$ cat config.mk
export PLATFORM = sky130hd
export DESIGN_NAME = keyed_partial_shuffle_alphabet
export DESIGN_NICKNAME = d
export VERILOG_FILES = /design/src/design/kpsa_pkg.sv /design/src/design/keyed_partial_shuffle_alphabet.sv /design/src/design/kpsa_useq.sv /design/src/design/kpsa_pool.sv /design/src/design/kpsa_dp.sv
export SDC_FILE = /design/constraint.sdc
export NUM_CORES = 2
export LEC_CHECK = 0
export BUFFER_PORTS_ARGS = -buffer_cell sky130_fd_sc_hd__buf_2
export CAP_MARGIN = 20
export CORE_AREA = 5 5 325 327
export DETAILED_ROUTE_END_ITERATION = 7
export DIE_AREA = 0 0 330 332
export GPL_TIMING_DRIVEN = 0
export PLACE_DENSITY = 0.74
export SLEW_MARGIN = 20
export SYNTH_ARGS = -nofsm -noshare
export SYNTH_HDL_FRONTEND = slang
export SYNTH_SLANG_ARGS = --single-unit
$ cat constraint.sdc
create_clock -name i_clk -period 24.6 [get_ports i_clk]
set_input_delay 2.46 -clock i_clk [delete_from_list [all_inputs] [get_ports i_clk]]
set_output_delay 2.46 -clock i_clk [all_outputs]
set_load 0.01 [all_outputs]
$ cat src/design/kpsa_pkg.sv
// Shared types, constants and microcode program of the keyed partial shuffle block.
`default_nettype none

package kpsa_pkg;

    localparam int POOL_SIZE_DEF  = 26;
    localparam int DRAW_COUNT_DEF = 16;

    localparam int KEY_W = 64;
    localparam int MUL_W = 32;
    localparam int POS_W = 4;
    localparam int SYM_W = 7;

    localparam logic [KEY_W-1:0] GOLDEN   = 64'h9E37_79B9_7F4A_7C15;
    localparam logic [SYM_W-1:0] SYM_BASE = 7'd97;

    localparam int XS_SHL_A = 13;
    localparam int XS_SHR_B = 7;
    localparam int XS_SHL_C = 17;

    // Microprogram step addresses
    localparam int UPC_W = 4;
    localparam logic [UPC_W-1:0] S_IDLE   = 4'd0;
    localparam logic [UPC_W-1:0] S_MUL_LL = 4'd1;
    localparam logic [UPC_W-1:0] S_MUL_LH = 4'd2;
    localparam logic [UPC_W-1:0] S_MUL_HL = 4'd3;
    localparam logic [UPC_W-1:0] S_ACC    = 4'd4;
    localparam logic [UPC_W-1:0] S_SEED   = 4'd5;
    localparam logic [UPC_W-1:0] S_XS     = 4'd6;
    localparam logic [UPC_W-1:0] S_DIV    = 4'd7;
    localparam logic [UPC_W-1:0] S_RD     = 4'd8;
    localparam logic [UPC_W-1:0] S_WAIT   = 4'd9;
    localparam logic [UPC_W-1:0] S_EMIT   = 4'd10;
    localparam logic [UPC_W-1:0] S_WRJ    = 4'd11;
    localparam logic [UPC_W-1:0] S_DONE   = 4'd12;

    typedef enum logic [2:0] {
        J_NONE       = 3'd0,
        J_ALWAYS     = 3'd1,
        J_NO_REQ     = 3'd2,
        J_DIV_MORE   = 3'd3,
        J_OUT_BUSY   = 3'd4,
        J_MORE_DRAWS = 3'd5
    } t_jcond;

    typedef enum logic [1:0] {
        MS_LL = 2'd0,
        MS_LH = 2'd1,
        MS_HL = 2'd2
    } t_msel;

    typedef enum logic [1:0] {
        ACC_HOLD   = 2'd0,
        ACC_LOAD   = 2'd1,
        ACC_ADD_HI = 2'd2
    } t_accop;

    // One control word
    typedef struct packed {
        t_jcond           jc;
        logic [UPC_W-1:0] target;
        logic             rdy;
        logic             clr;
        logic             mul_en;
        t_msel            msel;
        t_accop           acc;
        logic             seed;
        logic             xs;
        logic             div;
        logic             rd;
        logic             wr_i;
        logic             wr_j;
    } t_uword;

    // Datapath status used by jump conditions
    typedef struct packed {
        logic no_req;
        logic div_more;
        logic out_busy;
        logic more_draws;
    } t_cond;

    function automatic t_uword uc_rom(input logic [UPC_W-1:0] addr);
        t_uword w;
        w        = '0;
        w.jc     = J_NONE;
        w.target = S_IDLE;
        w.msel   = MS_LL;
        w.acc    = ACC_HOLD;
        case (addr)
            S_IDLE: begin
                w.rdy    = 1'b1;
                w.clr    = 1'b1;
                w.jc     = J_NO_REQ;
                w.target = S_IDLE;
            end
            S_MUL_LL: begin
                w.mul_en = 1'b1;
                w.msel   = MS_LL;
            end
            S_MUL_LH: begin
                w.mul_en = 1'b1;
                w.msel   = MS_LH;
                w.acc    = ACC_LOAD;
            end
            S_MUL_HL: begin
                w.mul_en = 1'b1;
                w.msel   = MS_HL;
                w.acc    = ACC_ADD_HI;
            end
            S_ACC: begin
                w.acc = ACC_ADD_HI;
            end
            S_SEED: begin
                w.seed = 1'b1;
            end
            S_XS: begin
                w.xs = 1'b1;
            end
            S_DIV: begin
                w.div    = 1'b1;
                w.jc     = J_DIV_MORE;
                w.target = S_DIV;
            end
            S_RD: begin
                w.rd = 1'b1;
            end
            S_WAIT: begin
                w.jc     = J_OUT_BUSY;
                w.target = S_WAIT;
            end
            S_EMIT: begin
                w.wr_i = 1'b1;
            end
            S_WRJ: begin
                w.wr_j   = 1'b1;
                w.jc     = J_MORE_DRAWS;
                w.target = S_XS;
            end
            S_DONE: begin
                w.jc     = J_ALWAYS;
                w.target = S_IDLE;
            end
            default: begin
                w.jc     = J_ALWAYS;
                w.target = S_IDLE;
            end
        endcase
        return w;
    endfunction

    function automatic logic [SYM_W-1:0] init_sym(input logic [SYM_W-1:0] k);
        return SYM_W'(SYM_BASE + k);
    endfunction

endpackage

`default_nettype wire

$ cat src/design/keyed_partial_shuffle_alphabet.sv
// Each accepted key runs the seed steps, then per result: xorshift step, bit-serial
//   remainder, pool read, wait, write of entry i with the emit, write of entry j.
// A new key is taken only once every draw of the previous key is through; the
//   bit-serial remainder unit, one state bit per cycle, sets how long that takes.
// Reset: synchronous, active low; returns the sequencer to idle, drops the result valid
//   and clears the pool valid bits. The block is ready for a key right after reset.
`default_nettype none

module keyed_partial_shuffle_alphabet #(
    parameter int POOL_SIZE  = kpsa_pkg::POOL_SIZE_DEF,
    parameter int DRAW_COUNT = kpsa_pkg::DRAW_COUNT_DEF
) (
    input  wire logic                        i_clk,
    input  wire logic                        i_rst_n,
    input  wire logic                        i_valid,
    output logic                             o_ready,
    input  wire logic [kpsa_pkg::KEY_W-1:0]  i_salt_low,
    input  wire logic [kpsa_pkg::KEY_W-1:0]  i_salt_high,
    output logic                             o_valid,
    input  wire logic                        i_ready,
    output logic      [kpsa_pkg::POS_W-1:0]  o_position,
    output logic      [kpsa_pkg::SYM_W-1:0]  o_symbol,
    output logic                             o_last
);

    // Control flows one way: the sequencer reads status from the datapath and hands
    // back one control word per cycle. The program:
    //   idle (take a key request, clear the pool), three multiply steps and an
    //   accumulate for the seed, seed fixup, then per draw: xorshift, 64 remainder
    //   steps, pool read at i and j, wait for a free result register, write i and
    //   emit, write j and loop back while draws remain.
    kpsa_pkg::t_uword uword;
    kpsa_pkg::t_cond  cond;

    kpsa_useq u_useq (
        .i_clk   (i_clk),
        .i_rst_n (i_rst_n),
        .i_cond  (cond),
        .o_uword (uword)
    );

    kpsa_dp #(
        .POOL_SIZE  (POOL_SIZE),
        .DRAW_COUNT (DRAW_COUNT)
    ) u_dp (
        .i_clk       (i_clk),
        .i_rst_n     (i_rst_n),
        .i_uword     (uword),
        .i_valid     (i_valid),
        .i_salt_low  (i_salt_low),
        .i_salt_high (i_salt_high),
        .i_ready     (i_ready),
        .o_cond      (cond),
        .o_valid     (o_valid),
        .o_position  (o_position),
        .o_symbol    (o_symbol),
        .o_last      (o_last)
    );

    // Ready only in the idle step; the result register runs on its own, so a
    // pending last result does not hold off the next key.
    assign o_ready = uword.rdy;

endmodule

`default_nettype wire

$ cat src/design/kpsa_useq.sv
// Microprogram sequencer: step counter, control ROM and jump logic.
`default_nettype none

module kpsa_useq (
    input  wire logic           i_clk,
    input  wire logic           i_rst_n,
    input  wire kpsa_pkg::t_cond i_cond,
    output kpsa_pkg::t_uword    o_uword
);

    logic [kpsa_pkg::UPC_W-1:0] r_upc;
    logic [kpsa_pkg::UPC_W-1:0] n_upc;
    kpsa_pkg::t_uword           uw;
    logic                       taken;

    assign uw      = kpsa_pkg::uc_rom(r_upc);
    assign o_uword = uw;

    always_comb begin
        case (uw.jc)
            kpsa_pkg::J_NONE:       taken = 1'b0;
            kpsa_pkg::J_ALWAYS:     taken = 1'b1;
            kpsa_pkg::J_NO_REQ:     taken = i_cond.no_req;
            kpsa_pkg::J_DIV_MORE:   taken = i_cond.div_more;
            kpsa_pkg::J_OUT_BUSY:   taken = i_cond.out_busy;
            kpsa_pkg::J_MORE_DRAWS: taken = i_cond.more_draws;
            default:                taken = 1'b0;
        endcase
        n_upc = taken ? uw.target : r_upc + 1'b1;
    end

    always_ff @(posedge i_clk) begin
        if (!i_rst_n) begin
            r_upc <= kpsa_pkg::S_IDLE;
        end else begin
            r_upc <= n_upc;
        end
    end

endmodule

`default_nettype wire

$ cat src/design/kpsa_pool.sv
// Symbol pool memory with per-entry valid bits; unwritten entries read as their start letter.
`default_nettype none

module kpsa_pool #(
    parameter int POOL_SIZE = kpsa_pkg::POOL_SIZE_DEF,
    localparam int IW = $clog2(POOL_SIZE)
) (
    input  wire logic                        i_clk,
    input  wire logic                        i_rst_n,
    input  wire logic                        i_clr,
    input  wire logic                        i_rd,
    input  wire logic [IW-1:0]               i_rd_addr_a,
    input  wire logic [IW-1:0]               i_rd_addr_b,
    input  wire logic                        i_wr,
    input  wire logic [IW-1:0]               i_wr_addr,
    input  wire logic [kpsa_pkg::SYM_W-1:0]  i_wr_data,
    output logic      [kpsa_pkg::SYM_W-1:0]  o_rd_a,
    output logic      [kpsa_pkg::SYM_W-1:0]  o_rd_b
);

    logic [kpsa_pkg::SYM_W-1:0] r_mem [POOL_SIZE];
    logic [POOL_SIZE-1:0]       r_vld;
    logic [kpsa_pkg::SYM_W-1:0] r_rd_a;
    logic [kpsa_pkg::SYM_W-1:0] r_rd_b;

    assign o_rd_a = r_rd_a;
    assign o_rd_b = r_rd_b;

    always_ff @(posedge i_clk) begin
        if (!i_rst_n) begin
            r_vld <= '0;
        end else if (i_clr) begin
            r_vld <= '0;
        end else if (i_wr) begin
            r_vld[i_wr_addr] <= 1'b1;
        end
    end

    always_ff @(posedge i_clk) begin
        if (i_wr) begin
            r_mem[i_wr_addr] <= i_wr_data;
        end
    end

    always_ff @(posedge i_clk) begin
        if (i_rd) begin
            r_rd_a <= r_vld[i_rd_addr_a] ? r_mem[i_rd_addr_a]
                                         : kpsa_pkg::init_sym(kpsa_pkg::SYM_W'(i_rd_addr_a));
            r_rd_b <= r_vld[i_rd_addr_b] ? r_mem[i_rd_addr_b]
                                         : kpsa_pkg::init_sym(kpsa_pkg::SYM_W'(i_rd_addr_b));
        end
    end

endmodule

`default_nettype wire

$ cat src/design/kpsa_dp.sv
// Datapath: seed multiplier, xorshift, bit-serial remainder, swap and result register.
`default_nettype none

module kpsa_dp #(
    parameter int POOL_SIZE  = kpsa_pkg::POOL_SIZE_DEF,
    parameter int DRAW_COUNT = kpsa_pkg::DRAW_COUNT_DEF
) (
    input  wire logic                        i_clk,
    input  wire logic                        i_rst_n,
    input  wire kpsa_pkg::t_uword            i_uword,
    input  wire logic                        i_valid,
    input  wire logic [kpsa_pkg::KEY_W-1:0]  i_salt_low,
    input  wire logic [kpsa_pkg::KEY_W-1:0]  i_salt_high,
    input  wire logic                        i_ready,
    output kpsa_pkg::t_cond                  o_cond,
    output logic                             o_valid,
    output logic      [kpsa_pkg::POS_W-1:0]  o_position,
    output logic      [kpsa_pkg::SYM_W-1:0]  o_symbol,
    output logic                             o_last
);

    localparam int KW     = kpsa_pkg::KEY_W;
    localparam int MW     = kpsa_pkg::MUL_W;
    localparam int IW     = $clog2(POOL_SIZE);
    localparam int LW     = $clog2(POOL_SIZE + 1);
    localparam int SW     = IW + 1;
    localparam int CNT_W  = $clog2(KW);
    localparam int DRAWS  = (DRAW_COUNT < POOL_SIZE) ? DRAW_COUNT : POOL_SIZE;
    localparam logic [IW-1:0]    LAST_I   = IW'(DRAWS - 1);
    localparam logic [CNT_W-1:0] CNT_LAST = CNT_W'(KW - 1);

    function automatic logic [KW-1:0] xs_next(input logic [KW-1:0] x);
        logic [KW-1:0] a;
        logic [KW-1:0] b;
        a = x ^ (x << kpsa_pkg::XS_SHL_A);
        b = a ^ (a >> kpsa_pkg::XS_SHR_B);
        return b ^ (b << kpsa_pkg::XS_SHL_C);
    endfunction

    logic [KW-1:0]    r_salt_lo;
    logic [KW-1:0]    r_salt_hi;
    logic [KW-1:0]    r_prod;
    logic [KW-1:0]    r_acc;
    logic [KW-1:0]    r_x;
    logic [KW-1:0]    r_dsh;
    logic [LW-1:0]    r_rem;
    logic [CNT_W-1:0] r_cnt;
    logic [IW-1:0]    r_i;
    logic [IW-1:0]    r_j;
    logic                       r_o_valid;
    logic [kpsa_pkg::POS_W-1:0] r_o_pos;
    logic [kpsa_pkg::SYM_W-1:0] r_o_sym;
    logic                       r_o_last;

    logic [MW-1:0]    mul_a;
    logic [MW-1:0]    mul_b;
    logic [KW-1:0]    prod_c;
    logic [KW-1:0]    seed_c;
    logic [KW-1:0]    xs_c;
    logic [LW-1:0]    left_c;
    logic [LW:0]      trial_c;
    logic [LW:0]      diff_c;
    logic [SW-1:0]    sum_c;
    logic [IW-1:0]    j_c;
    logic             out_free;
    logic [kpsa_pkg::SYM_W-1:0] rd_i;
    logic [kpsa_pkg::SYM_W-1:0] rd_j;
    logic             wr_en;
    logic [IW-1:0]    wr_addr;
    logic [kpsa_pkg::SYM_W-1:0] wr_data;

    // Shared 32x32 multiplier, low 64 bits of high * golden built from three products
    always_comb begin
        case (i_uword.msel)
            kpsa_pkg::MS_LL: begin
                mul_a = r_salt_hi[MW-1:0];
                mul_b = kpsa_pkg::GOLDEN[MW-1:0];
            end
            kpsa_pkg::MS_LH: begin
                mul_a = r_salt_hi[MW-1:0];
                mul_b = kpsa_pkg::GOLDEN[KW-1:MW];
            end
            kpsa_pkg::MS_HL: begin
                mul_a = r_salt_hi[KW-1:MW];
                mul_b = kpsa_pkg::GOLDEN[MW-1:0];
            end
            default: begin
                mul_a = r_salt_hi[MW-1:0];
                mul_b = kpsa_pkg::GOLDEN[MW-1:0];
            end
        endcase
    end

    assign prod_c = mul_a * mul_b;
    assign seed_c = r_salt_lo ^ r_acc;
    assign xs_c   = xs_next(r_x);

    // Restoring remainder, one bit of the state per step
    assign left_c  = LW'(POOL_SIZE) - LW'(r_i);
    assign trial_c = {r_rem, r_dsh[KW-1]};
    assign diff_c  = trial_c - {1'b0, left_c};

    always_comb begin
        sum_c = SW'(r_i) + SW'(r_rem);
        if (sum_c >= SW'(POOL_SIZE)) begin
            j_c = IW'(POOL_SIZE - 1);
        end else begin
            j_c = sum_c[IW-1:0];
        end
    end

    assign out_free = !r_o_valid || i_ready;

    assign o_cond.no_req     = !i_valid;
    assign o_cond.div_more   = (r_cnt != CNT_LAST);
    assign o_cond.out_busy   = !out_free;
    assign o_cond.more_draws = (r_i != LAST_I);

    always_ff @(posedge i_clk) begin
        if (i_uword.clr) begin
            r_salt_lo <= i_salt_low;
            r_salt_hi <= i_salt_high;
        end
        if (i_uword.mul_en) begin
            r_prod <= prod_c;
        end
        case (i_uword.acc)
            kpsa_pkg::ACC_LOAD:   r_acc <= r_prod;
            kpsa_pkg::ACC_ADD_HI: r_acc <= r_acc + {r_prod[MW-1:0], {MW{1'b0}}};
            default:              r_acc <= r_acc;
        endcase
        if (i_uword.seed) begin
            r_x <= (seed_c == '0) ? kpsa_pkg::GOLDEN : seed_c;
        end else if (i_uword.xs) begin
            r_x <= xs_c;
        end
        if (i_uword.xs) begin
            r_dsh <= xs_c;
            r_rem <= '0;
        end else if (i_uword.div) begin
            r_dsh <= r_dsh << 1;
            r_rem <= (trial_c >= {1'b0, left_c}) ? diff_c[LW-1:0] : trial_c[LW-1:0];
        end
        if (i_uword.rd) begin
            r_j <= j_c;
        end
        if (i_uword.wr_i) begin
            r_o_pos  <= kpsa_pkg::POS_W'(r_i);
            r_o_sym  <= rd_j;
            r_o_last <= (r_i == LAST_I);
        end
    end

    always_ff @(posedge i_clk) begin
        if (!i_rst_n) begin
            r_cnt     <= '0;
            r_i       <= '0;
            r_o_valid <= 1'b0;
        end else begin
            if (i_uword.xs) begin
                r_cnt <= '0;
            end else if (i_uword.div) begin
                r_cnt <= r_cnt + 1'b1;
            end
            if (i_uword.clr) begin
                r_i <= '0;
            end else if (i_uword.wr_j) begin
                r_i <= r_i + 1'b1;
            end
            if (i_uword.wr_i) begin
                r_o_valid <= 1'b1;
            end else if (i_ready) begin
                r_o_valid <= 1'b0;
            end
        end
    end

    // Swap: entry i takes the value read at j, then entry j takes the old entry i
    assign wr_en   = i_uword.wr_i || i_uword.wr_j;
    assign wr_addr = i_uword.wr_i ? r_i : r_j;
    assign wr_data = i_uword.wr_i ? rd_j : rd_i;

    kpsa_pool #(
        .POOL_SIZE (POOL_SIZE)
    ) u_pool (
        .i_clk       (i_clk),
        .i_rst_n     (i_rst_n),
        .i_clr       (i_uword.clr),
        .i_rd        (i_uword.rd),
        .i_rd_addr_a (r_i),
        .i_rd_addr_b (j_c),
        .i_wr        (wr_en),
        .i_wr_addr   (wr_addr),
        .i_wr_data   (wr_data),
        .o_rd_a      (rd_i),
        .o_rd_b      (rd_j)
    );

    assign o_valid    = r_o_valid;
    assign o_position = r_o_pos;
    assign o_symbol   = r_o_sym;
    assign o_last     = r_o_last;

endmodule

`default_nettype wire

==> reports/metrics.yaml <==
status: "finished clean"
timing.rr.start: "u_useq.r_upc[0]$_SDFF_PN0_"
path_depth: 30
wl_per_cell_um: 23.99
clock.fmax_mhz: 88.27
holdWs_ps: 450.6
fp.dieW_um: 330
clkTransAtPathRegs_ps: 60
synth_compound_area_share_pct: 8.087
setup_viol: 0
syn-cell-area_sq_um: 55850
yosysUniqueCellTypes: 90
yosys.area_share.adder_pct: 31.57
antenna_found_initial: 3
root_buffer: "clkbuf_16"
avgSynthCellArea_sq_um: 10.94
ctsResizeCount: 0
drt-pass1-iter-count: 8
tightest_slew_ps: 1242
synth_simple_gate_area_share_pct: 7.838
post-route-util_pct: 59.46
cp-start-kind: "register"
fin_nets: 6557
worstHoldStart: "u_dp.u_pool.o_rd_b[1]$_DFFE_PN_"
post_cts_buffers: 0
crit_slowest_cell: "clkbuf_1"
worstHoldPathCells: 0
period_share_pct: 46.05
vias: 39360
cts-buffers-inserted: 74
detailed_place.area_sq_um: 58610
final_cell_mix: "inv_1 (863), edfxtp_1 (597), fa_1 (582)"
grt_start_max_net_pins: 105
slew_headroom_pct: 17.19
synth_seq_cells: 649
grtUsageTotal_pct: 29.69
synth_edf_count: 597
r2r_cells: 30
grt_pass1_wl_mm: 244.7
postSynthCellCount: 5105
grt_overflow: 0
hpwl_mm: 133.2
fin_area_sq_um: 61010
cts_buffer_depth: 3
synth_top_family_by_area: "adder cells"
cp.required_ps: 24980
die_y_um: 332
grt_pass1_vias: 40080
finalWeightedCongestion: 1.028
finClkSkew_ps: 32.99
routed_wl_mm: 163.3
crit_path_max_fanout: 10
viasPerCell: 5.783
worstPathArrival_ps: 11710
insertion_delay_ps: 660
mostFrequentLayoutCell: "inv_1"
crit_type: "reg -> reg"
min-delay-path-class: "reg -> reg"
slew_violations: 0
hold_viol_final: 0
cts_tree: "yes"
ys.flop_type: "edfxtp_1"
async_flop_share_pct: 0
slowest_delay_ps: 850
port-buffer-count: 145
crit_top_cell: "fa_1"
crit_family: "adder cells"
drc: 0
areaGrowthSynthToFinish_pct: 9.234
period_needed_ps: 11330
core_sq_um: 102600
synth_mux_area_share_pct: 4.977
ys_seq_area_share_pct: 33.96
reg2reg_setup_slack_ps: 13270
synthXorXnorAreaFrac_pct: 6.192
rows: 118
drive_gt1_share_pct: 8.390
worst-path-buf-inv: 8
rsz0062_at_grt: "false"
r2r-end: "u_dp.r_prod[61]$_DFFE_PP_"
crit_path_end_kind: "register"
dieArea_sq_um: 109600
setup_tns_ps: 0
ios: 146
ant_nets: 0
cts_num_sinks: 649
first_iter_violations: 3801
start_util_pct: 54.43
fillers: 8491
maxCapViolCount: 0
cts_hold_buf: 0
htreeDepth: 3
ys_warn_count: 0
min_to: "u_dp.o_symbol[1]$_DFFE_PP_"
-- area by class of cell --
cell class              count  area [sq um]  share of cell area [%]
clock inverters            39         366.6                  0.6009
flip-flops and latches    649         18970                   31.09
plain buffers             206         829.5                   1.360
clock buffers              95          2013                   3.300
multi-input cells        3408         32920                   53.95
diodes                      2         5.005                0.008203
well taps                1380          1727                   2.830
repair buffers            152         890.9                   1.460
inverters                 874          3296                   5.402
-- sequential cells by signal, summed over array words and instances (netlist names), named ones only --
signal and count:
u_dp.u_pool.r_mem 182, u_dp.r_acc 64, u_dp.r_dsh 64, u_dp.r_prod 64
u_dp.r_salt_hi 64, u_dp.r_salt_lo 64, u_dp.r_x 64, u_dp.u_pool.r_vld 26
u_dp.o_symbol 7, u_dp.u_pool.o_rd_a 7, u_dp.u_pool.o_rd_b 7, u_dp.r_cnt 6
u_dp.r_i 5, u_dp.r_j 5, u_dp.r_rem 5, u_dp.o_position 4
u_useq.r_upc 4, u_dp.o_last 1, u_dp.o_valid 1
-- metal layers --
layer / track usage [%] / routed length, um / up-vias
met5: 0 / 26 / -
met4: 12.02 / 8592 / 4
li1: - / - / 17480
met2: 47.47 / 74860 / 2148
met1: 39.65 / 63230 / 19260
met3: 6.541 / 16550 / 468
-- cells by family (layout without fill, tap and decap cells) --
| family | after synthesis | in the layout |
|---|---|---|
| buffers and inverters | 1080 | 1366 |
| adders and majority gates | 1060 | 1060 |
| and+or+nand+nor | 1001 | 1001 |
| AOI/OAI and AO/OA | 723 | 723 |
| DFF | 649 | 649 |
| xor gates and xnor gates | 394 | 394 |
| muxes | 196 | 196 |
| other | 2 | 36 |
-- worst register-to-register path, delay by kind of cell (launching register included) --
| kind | cells | cell delay (ps) |
|---|---|---|
| buf+inv | 8 | 3050 |
| compound gates | 7 | 1690 |
| flops | 1 | 340 |
| fa+ha+maj | 10 | 4410 |
| simple gates | 5 | 1560 |
-- cell usage after synthesis, types with 25 or more instances --
cell,count,area [sq um]
nor2b_1,49,306.5
dfxtp_1,52,1041
mux4_2,57,1284
clkbuf_1,164,615.6
o21ai_0,181,905.9
a21oi_1,248,1241
nand2_1,415,1558
nor3_1,37,185.2
a21o_1,70,525.5
mux2_2,76,855.8
xnor2_1,276,2417
ha_1,478,5981
mux2i_1,61,610.6
inv_1,866,3251
xor2_1,117,1025
a22oi_1,25,187.7
o31a_1,32,280.3
nor2_1,316,1186
a211oi_1,27,202.7
nand3_1,54,270.3
edfxtp_1,597,17930
fa_1,582,11650
-- how the worst max path moves through the flow --
stage / from / to / slack (ps)
6_report: u_useq.r_upc[0]$_SDFF_PN0_ / u_dp.r_prod[61]$_DFFE_PP_ / 13270
5_1_grt: u_useq.r_upc[0]$_SDFF_PN0_ / u_dp.r_prod[61]$_DFFE_PP_ / 12900
4_1_cts: u_useq.r_upc[0]$_SDFF_PN0_ / u_dp.r_prod[61]$_DFFE_PP_ / 13240
3_5_place_dp: u_useq.r_upc[0]$_SDFF_PN0_ / u_dp.r_prod[61]$_DFFE_PP_ / 13380
3_3_place_gp: u_useq.r_upc[0]$_SDFF_PN0_ / u_dp.r_prod[61]$_DFFE_PP_ / 12510
2_1_floorplan: u_useq.r_upc[0]$_SDFF_PN0_ / u_dp.r_prod[61]$_DFFE_PP_ / 15630
-- per-stage QoR --
step | instances | setup slack (ps)
after floorplan | 5137 | 15630
after global placement | 6662 | 12510
after detailed placement | 6668 | 13380
after CTS | 6802 | 13240
after global routing | 6803 | 12900
final | 6805 | 13270
Power is not shown: default switching activity piles up to over one toggle a cycle in this logic, so the estimate is an artifact.
